**src/rtl/bvc_pkg.sv**
```systemverilog
`timescale 1ns / 1ps
// ----------------------------------------------------------------------------
// bvc_pkg
// Types, widths, curve tables and the control program of the voltage to
// capacity lookup.
// ----------------------------------------------------------------------------
package bvc_pkg;

    localparam int CURVE_POINTS = 21;
    localparam int NUM_CURVES   = 7;

    localparam int VOLT_W = 13;
    localparam int TEMP_W = 12;
    localparam int PCT_W  = 7;
    localparam int DT_W   = TEMP_W + 1;
    localparam int LVL_W  = 10;
    localparam int WT_W   = 8;
    localparam int DEN_W  = 10;
    localparam int DIV_W  = 18;
    localparam int DC_W   = $clog2(DIV_W + 1);
    localparam int CK_W   = $clog2(NUM_CURVES + 1);
    localparam int CI_W   = $clog2(NUM_CURVES);
    localparam int PT_W   = $clog2(CURVE_POINTS + 1);
    localparam int PI_W   = $clog2(CURVE_POINTS);
    localparam int UPC_W  = 4;

    localparam int SCALE_MAX = 1000;
    localparam int PCT_MAX   = 100;
    localparam int STEP      = SCALE_MAX / (CURVE_POINTS - 1);

    // (x * PCT_RECIP) >> PCT_SHIFT equals x / PCT_DIV for x up to 1028
    localparam int PCT_DIV   = SCALE_MAX / PCT_MAX;
    localparam int PCT_RECIP = 205;
    localparam int PCT_SHIFT = 11;

    localparam logic signed [TEMP_W-1:0] CURVE_TEMP [NUM_CURVES] = '{
        12'sd250, 12'sd60, 12'sd10, -12'sd30, -12'sd70, -12'sd100, -12'sd150
    };

    localparam logic [VOLT_W-1:0] CURVE_MV [NUM_CURVES][CURVE_POINTS] = '{
        '{13'd3578, 13'd3615, 13'd3645, 13'd3669, 13'd3688, 13'd3703, 13'd3716,
          13'd3727, 13'd3739, 13'd3754, 13'd3772, 13'd3793, 13'd3821, 13'd3852,
          13'd3883, 13'd3915, 13'd3948, 13'd3984, 13'd4023, 13'd4065, 13'd4126},
        '{13'd3498, 13'd3562, 13'd3593, 13'd3615, 13'd3633, 13'd3648, 13'd3660,
          13'd3673, 13'd3688, 13'd3705, 13'd3724, 13'd3747, 13'd3772, 13'd3799,
          13'd3830, 13'd3863, 13'd3898, 13'd3936, 13'd3976, 13'd4019, 13'd4091},
        '{13'd3459, 13'd3522, 13'd3558, 13'd3581, 13'd3598, 13'd3613, 13'd3626,
          13'd3640, 13'd3656, 13'd3674, 13'd3695, 13'd3718, 13'd3743, 13'd3771,
          13'd3801, 13'd3834, 13'd3869, 13'd3908, 13'd3949, 13'd3992, 13'd4068},
        '{13'd3404, 13'd3466, 13'd3502, 13'd3528, 13'd3547, 13'd3563, 13'd3578,
          13'd3594, 13'd3611, 13'd3630, 13'd3652, 13'd3675, 13'd3700, 13'd3729,
          13'd3758, 13'd3791, 13'd3826, 13'd3865, 13'd3907, 13'd3955, 13'd4039},
        '{13'd3338, 13'd3390, 13'd3426, 13'd3453, 13'd3475, 13'd3494, 13'd3512,
          13'd3529, 13'd3548, 13'd3569, 13'd3592, 13'd3617, 13'd3642, 13'd3670,
          13'd3700, 13'd3733, 13'd3768, 13'd3805, 13'd3847, 13'd3896, 13'd3997},
        '{13'd3269, 13'd3302, 13'd3330, 13'd3354, 13'd3376, 13'd3398, 13'd3418,
          13'd3439, 13'd3460, 13'd3482, 13'd3506, 13'd3531, 13'd3558, 13'd3587,
          13'd3617, 13'd3650, 13'd3684, 13'd3722, 13'd3765, 13'd3818, 13'd3940},
        '{13'd3238, 13'd3254, 13'd3270, 13'd3284, 13'd3300, 13'd3314, 13'd3330,
          13'd3344, 13'd3360, 13'd3374, 13'd3390, 13'd3404, 13'd3420, 13'd3433,
          13'd3448, 13'd3461, 13'd3473, 13'd3487, 13'd3524, 13'd3643, 13'd3845}
    };

    typedef enum logic [3:0] {
        OP_TSRCH,   // walk the temperature list
        OP_SETUP,   // latch bracket curves, start on the hotter one
        OP_PSRCH,   // walk the points of the current curve
        OP_SEG,     // load segment fraction into the divider
        OP_DIV,     // one restoring divide step
        OP_LVL,     // store curve level, maybe switch curves
        OP_MULHI,   // hot curve times its weight
        OP_MULLO,   // add cold curve times its weight, load divider
        OP_PCT,     // scale blend to percent by reciprocal multiply
        OP_DONE     // hand result to the output register
    } uop_t;

    typedef enum logic [1:0] {
        JC_NEXT,    // always advance
        JC_HOLD,    // repeat while the step flag is set
        JC_BRANCH,  // jump to target when the flag is set
        JC_END      // hold while flag set, then go idle
    } ucond_t;

    typedef struct packed {
        uop_t             op;
        ucond_t           cond;
        logic [UPC_W-1:0] target;
    } uword_t;

    localparam logic [UPC_W-1:0] UA_PSRCH = 4'd2;

    function automatic uword_t ucode_rom(input logic [UPC_W-1:0] addr);
        uword_t w;
        w = '{op: OP_DONE, cond: JC_END, target: '0};
        unique case (addr)
            4'd0:    w = '{op: OP_TSRCH, cond: JC_HOLD,   target: '0};
            4'd1:    w = '{op: OP_SETUP, cond: JC_NEXT,   target: '0};
            4'd2:    w = '{op: OP_PSRCH, cond: JC_HOLD,   target: '0};
            4'd3:    w = '{op: OP_SEG,   cond: JC_NEXT,   target: '0};
            4'd4:    w = '{op: OP_DIV,   cond: JC_HOLD,   target: '0};
            4'd5:    w = '{op: OP_LVL,   cond: JC_BRANCH, target: UA_PSRCH};
            4'd6:    w = '{op: OP_MULHI, cond: JC_NEXT,   target: '0};
            4'd7:    w = '{op: OP_MULLO, cond: JC_NEXT,   target: '0};
            4'd8:    w = '{op: OP_DIV,   cond: JC_HOLD,   target: '0};
            4'd9:    w = '{op: OP_PCT,   cond: JC_NEXT,   target: '0};
            4'd10:   w = '{op: OP_DONE,  cond: JC_END,    target: '0};
            default: w = '{op: OP_DONE,  cond: JC_END,    target: '0};
        endcase
        return w;
    endfunction

endpackage

```
**src/rtl/battery_voltage_to_capacity_top.sv**
```systemverilog
`timescale 1ns / 1ps
// ----------------------------------------------------------------------------
// battery_voltage_to_capacity_top
// Open-circuit-voltage to charge lookup with temperature blending, run by a
// small microprogram over one shared serial divider.
//
//   channel | signals                               | direction
//   --------+---------------------------------------+----------
//   input   | in_valid, in_stall, voltage_mv,       | in
//           | temp_decideg                          |
//   output  | out_valid, out_stall, capacity_pct    | out
//
// One item at a time: the time from accept to result is set by the
// temperature search, the point search on one or two curves and two or
// three 18-step passes of the shared restoring divider; the percent scaling
// is one reciprocal multiply. in_stall is high from accept until the result
// is loaded into the output register; the next item is taken while that
// result waits on out_stall.
// Reset (rst_n low) clears the sequencer and the output valid at once.
// ----------------------------------------------------------------------------
module battery_voltage_to_capacity_top
    import bvc_pkg::*;
(
    input  logic                     clk,
    input  logic                     rst_n,
    input  logic                     in_valid,
    output logic                     in_stall,
    input  logic [VOLT_W-1:0]        voltage_mv,
    input  logic signed [TEMP_W-1:0] temp_decideg,
    output logic                     out_valid,
    input  logic                     out_stall,
    output logic [PCT_W-1:0]         capacity_pct
);

    // control
    logic              busy_reg, busy_next;
    logic [UPC_W-1:0]  upc_reg, upc_next;
    logic              oval_reg, oval_next;
    logic              pass_reg, pass_next;
    logic [CK_W-1:0]   tk_reg, tk_next;
    logic [PT_W-1:0]   pt_reg, pt_next;
    logic [DC_W-1:0]   dcnt_reg, dcnt_next;

    // datapath
    logic [VOLT_W-1:0]        mv_reg, mv_next;
    logic signed [TEMP_W-1:0] temp_reg, temp_next;
    logic [CI_W-1:0]          hi_reg, hi_next;
    logic [CI_W-1:0]          lo_reg, lo_next;
    logic [CI_W-1:0]          curve_reg, curve_next;
    logic [LVL_W-1:0]         lvl_hi_reg, lvl_hi_next;
    logic [LVL_W-1:0]         lvl_lo_reg, lvl_lo_next;
    logic [LVL_W-1:0]         base_reg, base_next;
    logic [DIV_W-1:0]         num_reg, num_next;
    logic [DEN_W-1:0]         den_reg, den_next;
    logic [DEN_W-1:0]         rem_reg, rem_next;
    logic [PCT_W-1:0]         pct_reg, pct_next;

    uword_t uw;
    logic   accept;
    logic   step_flag;
    logic   out_free;

    logic [CI_W-1:0]          tk_idx, hi_sel, lo_sel;
    logic signed [TEMP_W-1:0] t_cur, t_hi, t_lo;
    logic                     tsrch_more;

    logic [PI_W-1:0]   pt_idx, pt_prev_idx;
    logic [VOLT_W-1:0] pv_cur, pv_prev, seg_off, seg_span;
    logic              psrch_more;
    logic [DIV_W-1:0]  seg_num;
    logic [LVL_W-1:0]  seg_base;

    logic [DEN_W:0]    trial, trial_diff;
    logic              trial_ge;

    logic [DIV_W-1:0]  lvl_sum;
    logic [LVL_W-1:0]  lvl_val;

    logic                  single;
    logic signed [DT_W-1:0] w_hi_full, w_lo_full, span_full;
    logic [WT_W-1:0]       w_hi, w_lo;
    logic [DEN_W-1:0]      t_span;
    logic [DIV_W-1:0]      prod_hi, prod_lo, pct_sum, pct_prod, pct_num;

    assign uw        = ucode_rom(upc_reg);
    assign accept    = in_valid && !busy_reg;
    assign out_free  = !oval_reg || !out_stall;
    assign in_stall  = busy_reg;
    assign out_valid = oval_reg;
    assign capacity_pct = pct_reg;

    // temperature bracket
    always_comb
    begin
        tk_idx     = (tk_reg < CK_W'(NUM_CURVES)) ? tk_reg[CI_W-1:0] : CI_W'(NUM_CURVES - 1);
        t_cur      = CURVE_TEMP[tk_idx];
        tsrch_more = (tk_reg < CK_W'(NUM_CURVES)) && (temp_reg < t_cur);
        hi_sel     = (tk_reg == '0) ? '0 : CI_W'(tk_reg - 1'b1);
        lo_sel     = (tk_reg == CK_W'(NUM_CURVES)) ? CI_W'(NUM_CURVES - 1) : tk_reg[CI_W-1:0];
    end

    // point search and segment setup
    always_comb
    begin
        pt_idx      = (pt_reg < PT_W'(CURVE_POINTS)) ? pt_reg[PI_W-1:0]
                                                     : PI_W'(CURVE_POINTS - 1);
        pt_prev_idx = (pt_reg != '0) ? PI_W'(pt_reg - 1'b1) : '0;
        pv_cur      = CURVE_MV[curve_reg][pt_idx];
        pv_prev     = CURVE_MV[curve_reg][pt_prev_idx];
        psrch_more  = (pt_reg < PT_W'(CURVE_POINTS)) && (mv_reg >= pv_cur);
        seg_off     = mv_reg - pv_prev;
        seg_span    = pv_cur - pv_prev;
        seg_num     = DIV_W'(seg_off) * DIV_W'(STEP);
        seg_base    = LVL_W'(DIV_W'(pt_prev_idx) * DIV_W'(STEP));
    end

    // divider step, level saturation, blend weights
    always_comb
    begin
        trial      = {rem_reg, num_reg[DIV_W-1]};
        trial_ge   = trial >= {1'b0, den_reg};
        trial_diff = trial - {1'b0, den_reg};

        lvl_sum = DIV_W'(base_reg) + num_reg;
        lvl_val = (lvl_sum > DIV_W'(SCALE_MAX)) ? LVL_W'(SCALE_MAX) : lvl_sum[LVL_W-1:0];

        single    = (hi_reg == lo_reg);
        t_hi      = CURVE_TEMP[hi_reg];
        t_lo      = CURVE_TEMP[lo_reg];
        w_hi_full = DT_W'(temp_reg) - DT_W'(t_lo);
        w_lo_full = DT_W'(t_hi) - DT_W'(temp_reg);
        span_full = DT_W'(t_hi) - DT_W'(t_lo);
        w_hi      = w_hi_full[WT_W-1:0];
        w_lo      = w_lo_full[WT_W-1:0];
        t_span    = span_full[DEN_W-1:0];
        prod_hi   = DIV_W'(lvl_hi_reg) * DIV_W'(w_hi);
        prod_lo   = DIV_W'(lvl_lo_reg) * DIV_W'(w_lo);

        // blend * 100 / 1000 rounded half up is (blend + 5) / 10
        pct_sum   = DIV_W'(num_reg[LVL_W-1:0]) + DIV_W'(PCT_DIV / 2);
        pct_prod  = pct_sum * DIV_W'(PCT_RECIP);
        pct_num   = pct_prod >> PCT_SHIFT;
    end

    // condition flag of the current step
    always_comb
    begin
        unique case (uw.op)
            OP_TSRCH: step_flag = tsrch_more;
            OP_PSRCH: step_flag = psrch_more;
            OP_DIV:   step_flag = (dcnt_reg != DC_W'(1));
            OP_LVL:   step_flag = !pass_reg && !single;
            OP_DONE:  step_flag = !out_free;
            default:  step_flag = 1'b0;
        endcase
    end

    // sequencer
    always_comb
    begin
        busy_next = busy_reg;
        upc_next  = upc_reg;
        if (accept)
        begin
            busy_next = 1'b1;
            upc_next  = '0;
        end
        else if (busy_reg)
        begin
            unique case (uw.cond)
                JC_NEXT:   upc_next = upc_reg + 1'b1;
                JC_HOLD:   upc_next = step_flag ? upc_reg : upc_reg + 1'b1;
                JC_BRANCH: upc_next = step_flag ? uw.target : upc_reg + 1'b1;
                JC_END:
                begin
                    if (!step_flag)
                    begin
                        busy_next = 1'b0;
                        upc_next  = '0;
                    end
                end
                default:   upc_next = upc_reg;
            endcase
        end
    end

    // datapath control decode
    always_comb
    begin
        mv_next     = mv_reg;
        temp_next   = temp_reg;
        tk_next     = tk_reg;
        hi_next     = hi_reg;
        lo_next     = lo_reg;
        curve_next  = curve_reg;
        pt_next     = pt_reg;
        pass_next   = pass_reg;
        lvl_hi_next = lvl_hi_reg;
        lvl_lo_next = lvl_lo_reg;
        base_next   = base_reg;
        num_next    = num_reg;
        den_next    = den_reg;
        rem_next    = rem_reg;
        dcnt_next   = dcnt_reg;
        pct_next    = pct_reg;
        oval_next   = oval_reg && out_stall;

        if (accept)
        begin
            mv_next   = voltage_mv;
            temp_next = temp_decideg;
            tk_next   = '0;
        end
        else if (busy_reg)
        begin
            unique case (uw.op)
                OP_TSRCH:
                begin
                    if (tsrch_more)
                        tk_next = tk_reg + 1'b1;
                end
                OP_SETUP:
                begin
                    hi_next    = hi_sel;
                    lo_next    = lo_sel;
                    curve_next = hi_sel;
                    pt_next    = '0;
                    pass_next  = 1'b0;
                end
                OP_PSRCH:
                begin
                    if (psrch_more)
                        pt_next = pt_reg + 1'b1;
                end
                OP_SEG:
                begin
                    rem_next  = '0;
                    dcnt_next = DC_W'(DIV_W);
                    if (pt_reg == '0)
                    begin
                        num_next  = '0;
                        den_next  = DEN_W'(1);
                        base_next = '0;
                    end
                    else if (pt_reg == PT_W'(CURVE_POINTS))
                    begin
                        num_next  = '0;
                        den_next  = DEN_W'(1);
                        base_next = LVL_W'(SCALE_MAX);
                    end
                    else
                    begin
                        num_next  = seg_num;
                        den_next  = seg_span[DEN_W-1:0];
                        base_next = seg_base;
                    end
                end
                OP_DIV:
                begin
                    dcnt_next = dcnt_reg - 1'b1;
                    if (trial_ge)
                    begin
                        rem_next = trial_diff[DEN_W-1:0];
                        num_next = {num_reg[DIV_W-2:0], 1'b1};
                    end
                    else
                    begin
                        rem_next = trial[DEN_W-1:0];
                        num_next = {num_reg[DIV_W-2:0], 1'b0};
                    end
                end
                OP_LVL:
                begin
                    if (!pass_reg)
                    begin
                        lvl_hi_next = lvl_val;
                        pass_next   = 1'b1;
                        curve_next  = lo_reg;
                        pt_next     = '0;
                    end
                    else
                    begin
                        lvl_lo_next = lvl_val;
                    end
                end
                OP_MULHI:
                begin
                    num_next = single ? DIV_W'(lvl_hi_reg) : prod_hi;
                end
                OP_MULLO:
                begin
                    rem_next  = '0;
                    dcnt_next = DC_W'(DIV_W);
                    if (single)
                    begin
                        den_next = DEN_W'(1);
                    end
                    else
                    begin
                        // round to nearest, half up
                        num_next = num_reg + prod_lo + DIV_W'(t_span >> 1);
                        den_next = t_span;
                    end
                end
                OP_PCT:
                begin
                    num_next = pct_num;
                end
                OP_DONE:
                begin
                    if (out_free)
                    begin
                        pct_next  = num_reg[PCT_W-1:0];
                        oval_next = 1'b1;
                    end
                end
                default:
                begin
                    pct_next = pct_reg;
                end
            endcase
        end
    end

    always_ff @(posedge clk or negedge rst_n)
    begin
        if (!rst_n)
        begin
            busy_reg <= 1'b0;
            upc_reg  <= '0;
            oval_reg <= 1'b0;
            pass_reg <= 1'b0;
            tk_reg   <= '0;
            pt_reg   <= '0;
            dcnt_reg <= '0;
        end
        else
        begin
            busy_reg <= busy_next;
            upc_reg  <= upc_next;
            oval_reg <= oval_next;
            pass_reg <= pass_next;
            tk_reg   <= tk_next;
            pt_reg   <= pt_next;
            dcnt_reg <= dcnt_next;
        end
    end

    always_ff @(posedge clk)
    begin
        mv_reg     <= mv_next;
        temp_reg   <= temp_next;
        hi_reg     <= hi_next;
        lo_reg     <= lo_next;
        curve_reg  <= curve_next;
        lvl_hi_reg <= lvl_hi_next;
        lvl_lo_reg <= lvl_lo_next;
        base_reg   <= base_next;
        num_reg    <= num_next;
        den_reg    <= den_next;
        rem_reg    <= rem_next;
        pct_reg    <= pct_next;
    end

endmodule

```
**config.mk**
```make
export PLATFORM = sky130hd
export DESIGN_NAME = battery_voltage_to_capacity_top
export DESIGN_NICKNAME = d
export VERILOG_FILES = /design/src/rtl/bvc_pkg.sv /design/src/rtl/battery_voltage_to_capacity_top.sv
export SDC_FILE = /design/constraint.sdc
export NUM_CORES = 1
export LEC_CHECK = 0
export ABC_AREA = 0
export BUFFER_PORTS_ARGS = -buffer_cell sky130_fd_sc_hd__clkbuf_2
export CAP_MARGIN = 20
export CELL_PAD_IN_SITES_DETAIL_PLACEMENT = 1
export CELL_PAD_IN_SITES_GLOBAL_PLACEMENT = 2
export CORE_ASPECT_RATIO = 2
export CORE_MARGIN = 2
export CORE_UTILIZATION = 45
export CTS_CLUSTER_DIAMETER = 40
export CTS_CLUSTER_SIZE = 8
export DETAILED_ROUTE_END_ITERATION = 7
export PLACE_DENSITY_LB_ADDON = 0.1
export SLEW_MARGIN = 20
export SYNTH_ARGS = -nofsm -noshare
export SYNTH_HDL_FRONTEND = slang
export SYNTH_SLANG_ARGS = --single-unit
```
**constraint.sdc**
```tcl
create_clock -name clk -period 13.3 [get_ports clk]
set_clock_uncertainty 0.2 [all_clocks]
set_input_delay 2.66 -clock clk [delete_from_list [all_inputs] [get_ports clk]]
set_output_delay 2.66 -clock clk [all_outputs]
set_load 0.01 [all_outputs]
```
# Word level (Yosys, flattened, before mapping)
# Memory sizes are Yosys's and may differ from the RTL's.
# Index checks and enable logic that the tools add are counted.
# classes
n_reduce_logical	40
magnitude_cmp	12
n_bitwise	8
n_eq_ne	21
multipliers	5
mux	58
add_sub_neg	16
# op_table
op	count
273-bit 2-to-1 mux	2
13-bit binary-select mux with 5-bit select	2
10-bit 2-to-1 mux	10
18-bit case mux with 5 select lines	1
18-bit 2-to-1 mux	4
13-bit 2-to-1 mux	4
10-bit case mux with 2 select lines	2
10-bit by 8-bit multiplier with 18-bit output	2
10-bit subtractor	3
12-bit 2-to-1 mux	2
3-bit 2-to-1 mux	7
3-bit AND reduction	7
4-bit 2-to-1 mux	5
5-bit 2-to-1 mux	4
4-bit AND reduction	5
10-bit by 18-bit adder with 18-bit output	1
18-bit adder	1
18-bit by 9-bit adder with 18-bit output	1
18-bit by 10-bit > comparator with 1-bit output, second input constant	1
11-bit by 8-bit multiplier with 18-bit output, second input constant	1
13-bit by 5-bit multiplier with 17-bit output, second input constant	1
4-bit by 3-bit == test with 1-bit output, second input constant	4
4-bit >= comparator, second input constant	4
3-bit NOT with 4-bit output	4
other kinds (47)	82
# totals
output_inout_bits	9
reg_bits	129
romBits	2584
mem_count	5
# memory_table
name	words	word_bits	rd	rd_ports_with_merged_regs	wr	line_no	rtl
(name not given)	8	273	1	0	0	battery_voltage_to_capacity_top.sv:109	pv_prev = CURVE_MV[curve_reg][pt_prev_idx];
(name not given)	16	7	1	0	0	bvc_pkg.sv:95	unique case (addr)
(name not given)	8	12	1	0	0	battery_voltage_to_capacity_top.sv:129	t_lo = CURVE_TEMP[lo_reg];
(name not given)	8	12	1	0	0	battery_voltage_to_capacity_top.sv:128	t_hi = CURVE_TEMP[hi_reg];
(name not given)	8	12	1	0	0	battery_voltage_to_capacity_top.sv:96	t_cur = CURVE_TEMP[tk_idx];

# Longest topological paths before layout
# depth
ltp_word	14
mapped_depth	35
ltp_nobuf	31

# Least setup slack after synthesis
# Ideal clock, no wire load.
# synth_path
path_kind	register to register
from	register hi_reg[1]
to	register num_reg[13], data pin
t_required_ps	12832
setup_slack_ps	5948
path_buffers	1
stages_incl_launch_ff	28
arrival_time_ps	6884
setup_ps	268
cell_sequence	edfxtp_1 inv_1 ha_1 inv_1 ha_1 nor2b_1 o21ai_0 a21boi_0 o21ai_1 a21oi_1 or3_1 clkbuf_1 a21bo_2 fa_1 fa_1 inv_1 fa_1 fa_1 inv_1 fa_1 inv_1 ha_1 or3_1 o2111a_1 or3_1 a31oi_1 xor2_1 o211ai_1
# synth_via
elab_chain_cells	10
# synth_lines
item	line_no	rtl
start, declared	battery_voltage_to_capacity_top.sv:47	logic [CI_W-1:0] hi_reg, hi_next;
start signal, assigned	battery_voltage_to_capacity_top.sv:353	hi_reg <= hi_next;
3-bit NOT with 4-bit output (implied by the code)	battery_voltage_to_capacity_top.sv:128	
memory read 8 x 12 bit	n/a	
10-bit 2-to-1 mux (implied by the code) (2 in series)	battery_voltage_to_capacity_top.sv:128	
8-bit subtractor	battery_voltage_to_capacity_top.sv:131	w_lo_full = DT_W'(t_hi) - DT_W'(temp_reg);
10-bit by 8-bit multiplier with 18-bit output	battery_voltage_to_capacity_top.sv:137	prod_lo = DIV_W'(lvl_lo_reg) * DIV_W'(w_lo);
18-bit adder	battery_voltage_to_capacity_top.sv:301	num_next = num_reg + prod_lo + DIV_W'(t_span >> 1);
18-bit by 9-bit adder with 18-bit output	battery_voltage_to_capacity_top.sv:301	
18-bit 2-to-1 mux	battery_voltage_to_capacity_top.sv:294	if (single)
18-bit case mux with 5 select lines *	battery_voltage_to_capacity_top.sv:216	unique case (uw.op)
end signal, assigned	battery_voltage_to_capacity_top.sv:359	num_reg <= num_next;
end, declared	battery_voltage_to_capacity_top.sv:53	logic [DIV_W-1:0] num_reg, num_next;
# Every way passes the cells marked *; elsewhere a longest branch is shown, timed or not. The select of a mux whose other input is x is not followed.
# A chain may end at the register's enable or synchronous reset.

# Worst setup path in the final report
# layout_path
from	register pt_reg[1]
to	register num_reg[17], data pin
# layout_via
elab_chain_cells	11
# layout_lines
item	line_no	rtl
start, declared	battery_voltage_to_capacity_top.sv:41	logic [PT_W-1:0] pt_reg, pt_next;
start signal, assigned	battery_voltage_to_capacity_top.sv:344	pt_reg <= pt_next;
5-bit by 1-bit subtractor with 5-bit output / 5-bit nonzero test (equally long branches)	battery_voltage_to_capacity_top.sv:107	pt_prev_idx = (pt_reg != '0) ? PI_W'(pt_reg - 1'b1) : '0;
5-bit 2-to-1 mux	battery_voltage_to_capacity_top.sv:107	
5-bit NOT with 6-bit output (implied by the code)	battery_voltage_to_capacity_top.sv:109	
13-bit binary-select mux with 5-bit select	battery_voltage_to_capacity_top.sv:109	
13-bit 2-to-1 mux (implied by the code) (2 in series)	battery_voltage_to_capacity_top.sv:109	
13-bit subtractor	battery_voltage_to_capacity_top.sv:111	seg_off = mv_reg - pv_prev;
13-bit by 5-bit multiplier with 17-bit output	battery_voltage_to_capacity_top.sv:113	seg_num = DIV_W'(seg_off) * DIV_W'(STEP);
18-bit 2-to-1 mux	battery_voltage_to_capacity_top.sv:245	else if (pt_reg == PT_W'(CURVE_POINTS))
18-bit 2-to-1 mux *	battery_voltage_to_capacity_top.sv:239	if (pt_reg == '0)
18-bit case mux with 5 select lines *	battery_voltage_to_capacity_top.sv:216	
# Marked as above.

==> flow_summary.json <==
{
  "outcome": "completed",
  "cp-end-kind": "register",
  "worstReg2RegStart": "pt_reg[1]$_DFFE_PN0P_",
  "via_per_inst": 6.48,
  "async_reset_ff_share_pct": 15.6,
  "synth.distinct_cells": 98,
  "cts_buffers": 25,
  "min_period_over_period_pct": 70.4,
  "relSlewSlack_pct": 15.3,
  "seq_area_frac_synth_pct": 16.4,
  "postCtsHoldBufs": 0,
  "cts_resized": 0,
  "worstRegToRegCells": 30,
  "r2r-end": "num_reg[17]$_DFFE_PP_",
  "gr-total-overflow": 0,
  "wl_met2_um": 54200,
  "grt_start_max_net_pins": 60,
  "wl_per_cell_um": 31.5,
  "worst_ep_required_time_ps": 13330,
  "met1_length_um": 30500,
  "max_stage_delay_ps": 630,
  "netlist_instances": 2704,
  "synth_ff_type": "edfxtp_1",
  "startpoint": "pt_reg[1]$_DFFE_PN0P_",
  "hold_ws_ps": 332,
  "drcViolationCount": 0,
  "endpoint": "num_reg[17]$_DFFE_PP_",
  "port_buffers": 37,
  "syn-mean-instance-area_sq_um": 8.44,
  "largest_reg_flops": 18,
  "place_congestion": 1.08,
  "first_iter_violations": 1056,
  "hold_class": "reg2reg",
  "clkSinkCount": 128,
  "r2r_slack_ps": 3940,
  "dp_hpwl_um": 85700,
  "fin_crit_ps": 9360,
  "worst_pin_slew_ps": 1260,
  "wl_um": 106000,
  "fin_tns_setup_ps": 0,
  "clk_pin_slew_ps": 60,
  "antenna_found_initial": 4,
  "max_freq_mhz": 107,
  "std_cell_rows": 116,
  "num-fill-cells": 6011,
  "highest_layer": "met5",
  "vias": 21800,
  "worstSetupPathType": "reg2reg",
  "die_h_um": 323,
  "grt_pass1_vias": 24200,
  "setup_violations": 0,
  "core_sq_mm": 0.0501,
  "syn_nets": 3210,
  "ant_nets": 0,
  "cp_data_arrival_time_ps": 9400,
  "critPathSlowestCell": "nand2_2",
  "die_width_um": 163,
  "first_pass_iters": 7,
  "netlist_area_sq_mm": 0.0228,
  "synth_warnings": 0,
  "area_delta_synth_final_pct": 7.15,
  "clk_path_buf_depth": 3,
  "track_usage_pct": 40.9,
  "start_kind": "register",
  "clock_latency_ps": 510,
  "start_util_pct": 45.6,
  "worst_path_most_repeated_cell": "ha_1",
  "dp_slack_ps": 4140,
  "post_cts_buffers": 0,
  "synth_enable_flop_cells": 108,
  "rsz0062_at_grt": "false",
  "met3WireLength_um": 5070,
  "h-tree-depth": 4,
  "ys_ff_latch": 128,
  "cap_violations": 0,
  "crit_fanout": 35,
  "nets": 3211,
  "layout_setup_ws_ps": 3940,
  "cts-root-buf": "clkbuf_16",
  "grt_pass1_wl_um": 156000,
  "io_pins": 38,
  "die_area_sq_mm": 0.0526,
  "slew_viol_final": 0,
  "cts_tree": "yes",
  "finalHoldViolations": 0,
  "drive_gt1_share_pct": 7.38,
  "fin_util_pct": 48.8
}
[cells in the final DEF (no fill, tap or decap), types with 12 or more instances in the layout]
master	netlist	final
o22ai_1	18	18
or3_1	19	19
a221oi_1	15	15
xnor2_1	76	76
a21oi_1	160	158
nand4_1	14	14
and3_1	14	14
a21o_1	28	28
clkbuf_16	0	25
xor2_1	32	32
a31oi_1	24	24
fa_1	153	153
buf_4	2	61
o21ai_0	151	151
o21ai_1	13	13
nand2b_1	44	44
o211ai_1	34	34
o221ai_1	13	13
nand2_1	211	211
o21a_1	26	26
clkbuf_2	0	37
nor2_1	191	190
dfrtp_1	20	19
mux4_2	16	16
nand3_1	42	42
and2_1	93	93
a21boi_0	12	12
inv_1	322	322
edfxtp_1	108	108
o31ai_1	12	12
nor3_1	58	57
mux2i_1	32	31
mux2_2	12	12
a211oi_1	49	49
ha_1	324	324
nor2b_1	45	45
[synthesized netlist by cell type (24+ instances only)]
| cell type | number | area, sq um |
|---|---|---|
| o21ai_0 | 151 | 756 |
| and2_1 | 93 | 582 |
| a21o_1 | 28 | 210 |
| nand3_1 | 42 | 210 |
| fa_1 | 153 | 3060 |
| mux2i_1 | 32 | 320 |
| nand2b_1 | 44 | 275 |
| clkbuf_1 | 88 | 330 |
| nor3_1 | 58 | 290 |
| a211oi_1 | 49 | 368 |
| xnor2_1 | 76 | 666 |
| ha_1 | 324 | 4050 |
| nand2_1 | 211 | 792 |
| nor2b_1 | 45 | 282 |
| inv_1 | 322 | 1210 |
| buf_2 | 27 | 135 |
| a31oi_1 | 24 | 150 |
| nor2_1 | 191 | 717 |
| a21oi_1 | 160 | 801 |
| xor2_1 | 32 | 280 |
| edfxtp_1 | 108 | 3240 |
| o21a_1 | 26 | 195 |
| o211ai_1 | 34 | 255 |
[cells by family (layout without fill, tap and decap cells)]
group	Yosys count	count (layout)	share of synthesized area [%]
flops	128	128	16.4
simple gates	791	791	17.2
xor+xnor	108	108	4.14
compound gates	684	684	19.8
buf+inv	456	461	7.76
fa+ha+maj	477	477	31.2
mux	60	60	3.57
other cells	0	2	0
[metal layers]
layer / vias up / GRT usage [%]
li1: 9530 / -
met5: - / 0.0947
met2: 891 / 73.8
met1: 10700 / 33.2
met4: 4 / 49.2
met3: 611 / 7.87
[worst max-delay path: cells and delay by family (launching register included)]
family,cells,cell delay (ps)
AO/OA/AOI/OAI,11,2680
adder cells (fa/ha/maj),6,2010
buffers and inverters,7,1980
AND/OR/NAND/NOR,4,1400
flip-flops,1,330
XOR/XNOR,1,250
multiplexers,1,180
[metrics by stage]
stage	area (sq um)	cells
6_report	24500	3360
5_1_grt	24500	3359
4_1_cts	24500	3358
3_5_place_dp	23800	3327
3_3_place_gp	23800	3327
2_1_floorplan	22800	2704
[how the worst min path moves through the flow]
stage	startpoint	to	slack, ps	cells after the start
2_1_floorplan	dcnt_reg[4]$_DFFE_PN0P_	dcnt_reg[4]$_DFFE_PN0P_	260	1
3_3_place_gp	dcnt_reg[4]$_DFFE_PN0P_	dcnt_reg[4]$_DFFE_PN0P_	300	1
3_5_place_dp	dcnt_reg[4]$_DFFE_PN0P_	dcnt_reg[4]$_DFFE_PN0P_	320	1
4_1_cts	dcnt_reg[4]$_DFFE_PN0P_	dcnt_reg[4]$_DFFE_PN0P_	330	1
5_1_grt	dcnt_reg[4]$_DFFE_PN0P_	dcnt_reg[4]$_DFFE_PN0P_	360	1
6_report	dcnt_reg[4]$_DFFE_PN0P_	dcnt_reg[4]$_DFFE_PN0P_	330	1
[cell type report]
cell class	count	area (sq um)	area share [%]
diodes	2	5.00	0.0205
flip-flops and latches	128	3740	15.3
multi-input cells	2120	17300	70.9
inverters	332	1250	5.11
clock inverters	4	17.5	0.0716
repair buffers	98	643	2.63
clock buffers	27	643	2.63
well taps	649	812	3.32
Power is not shown: default switching activity piles up to over one toggle a cycle in this logic, so the estimate is an artifact.
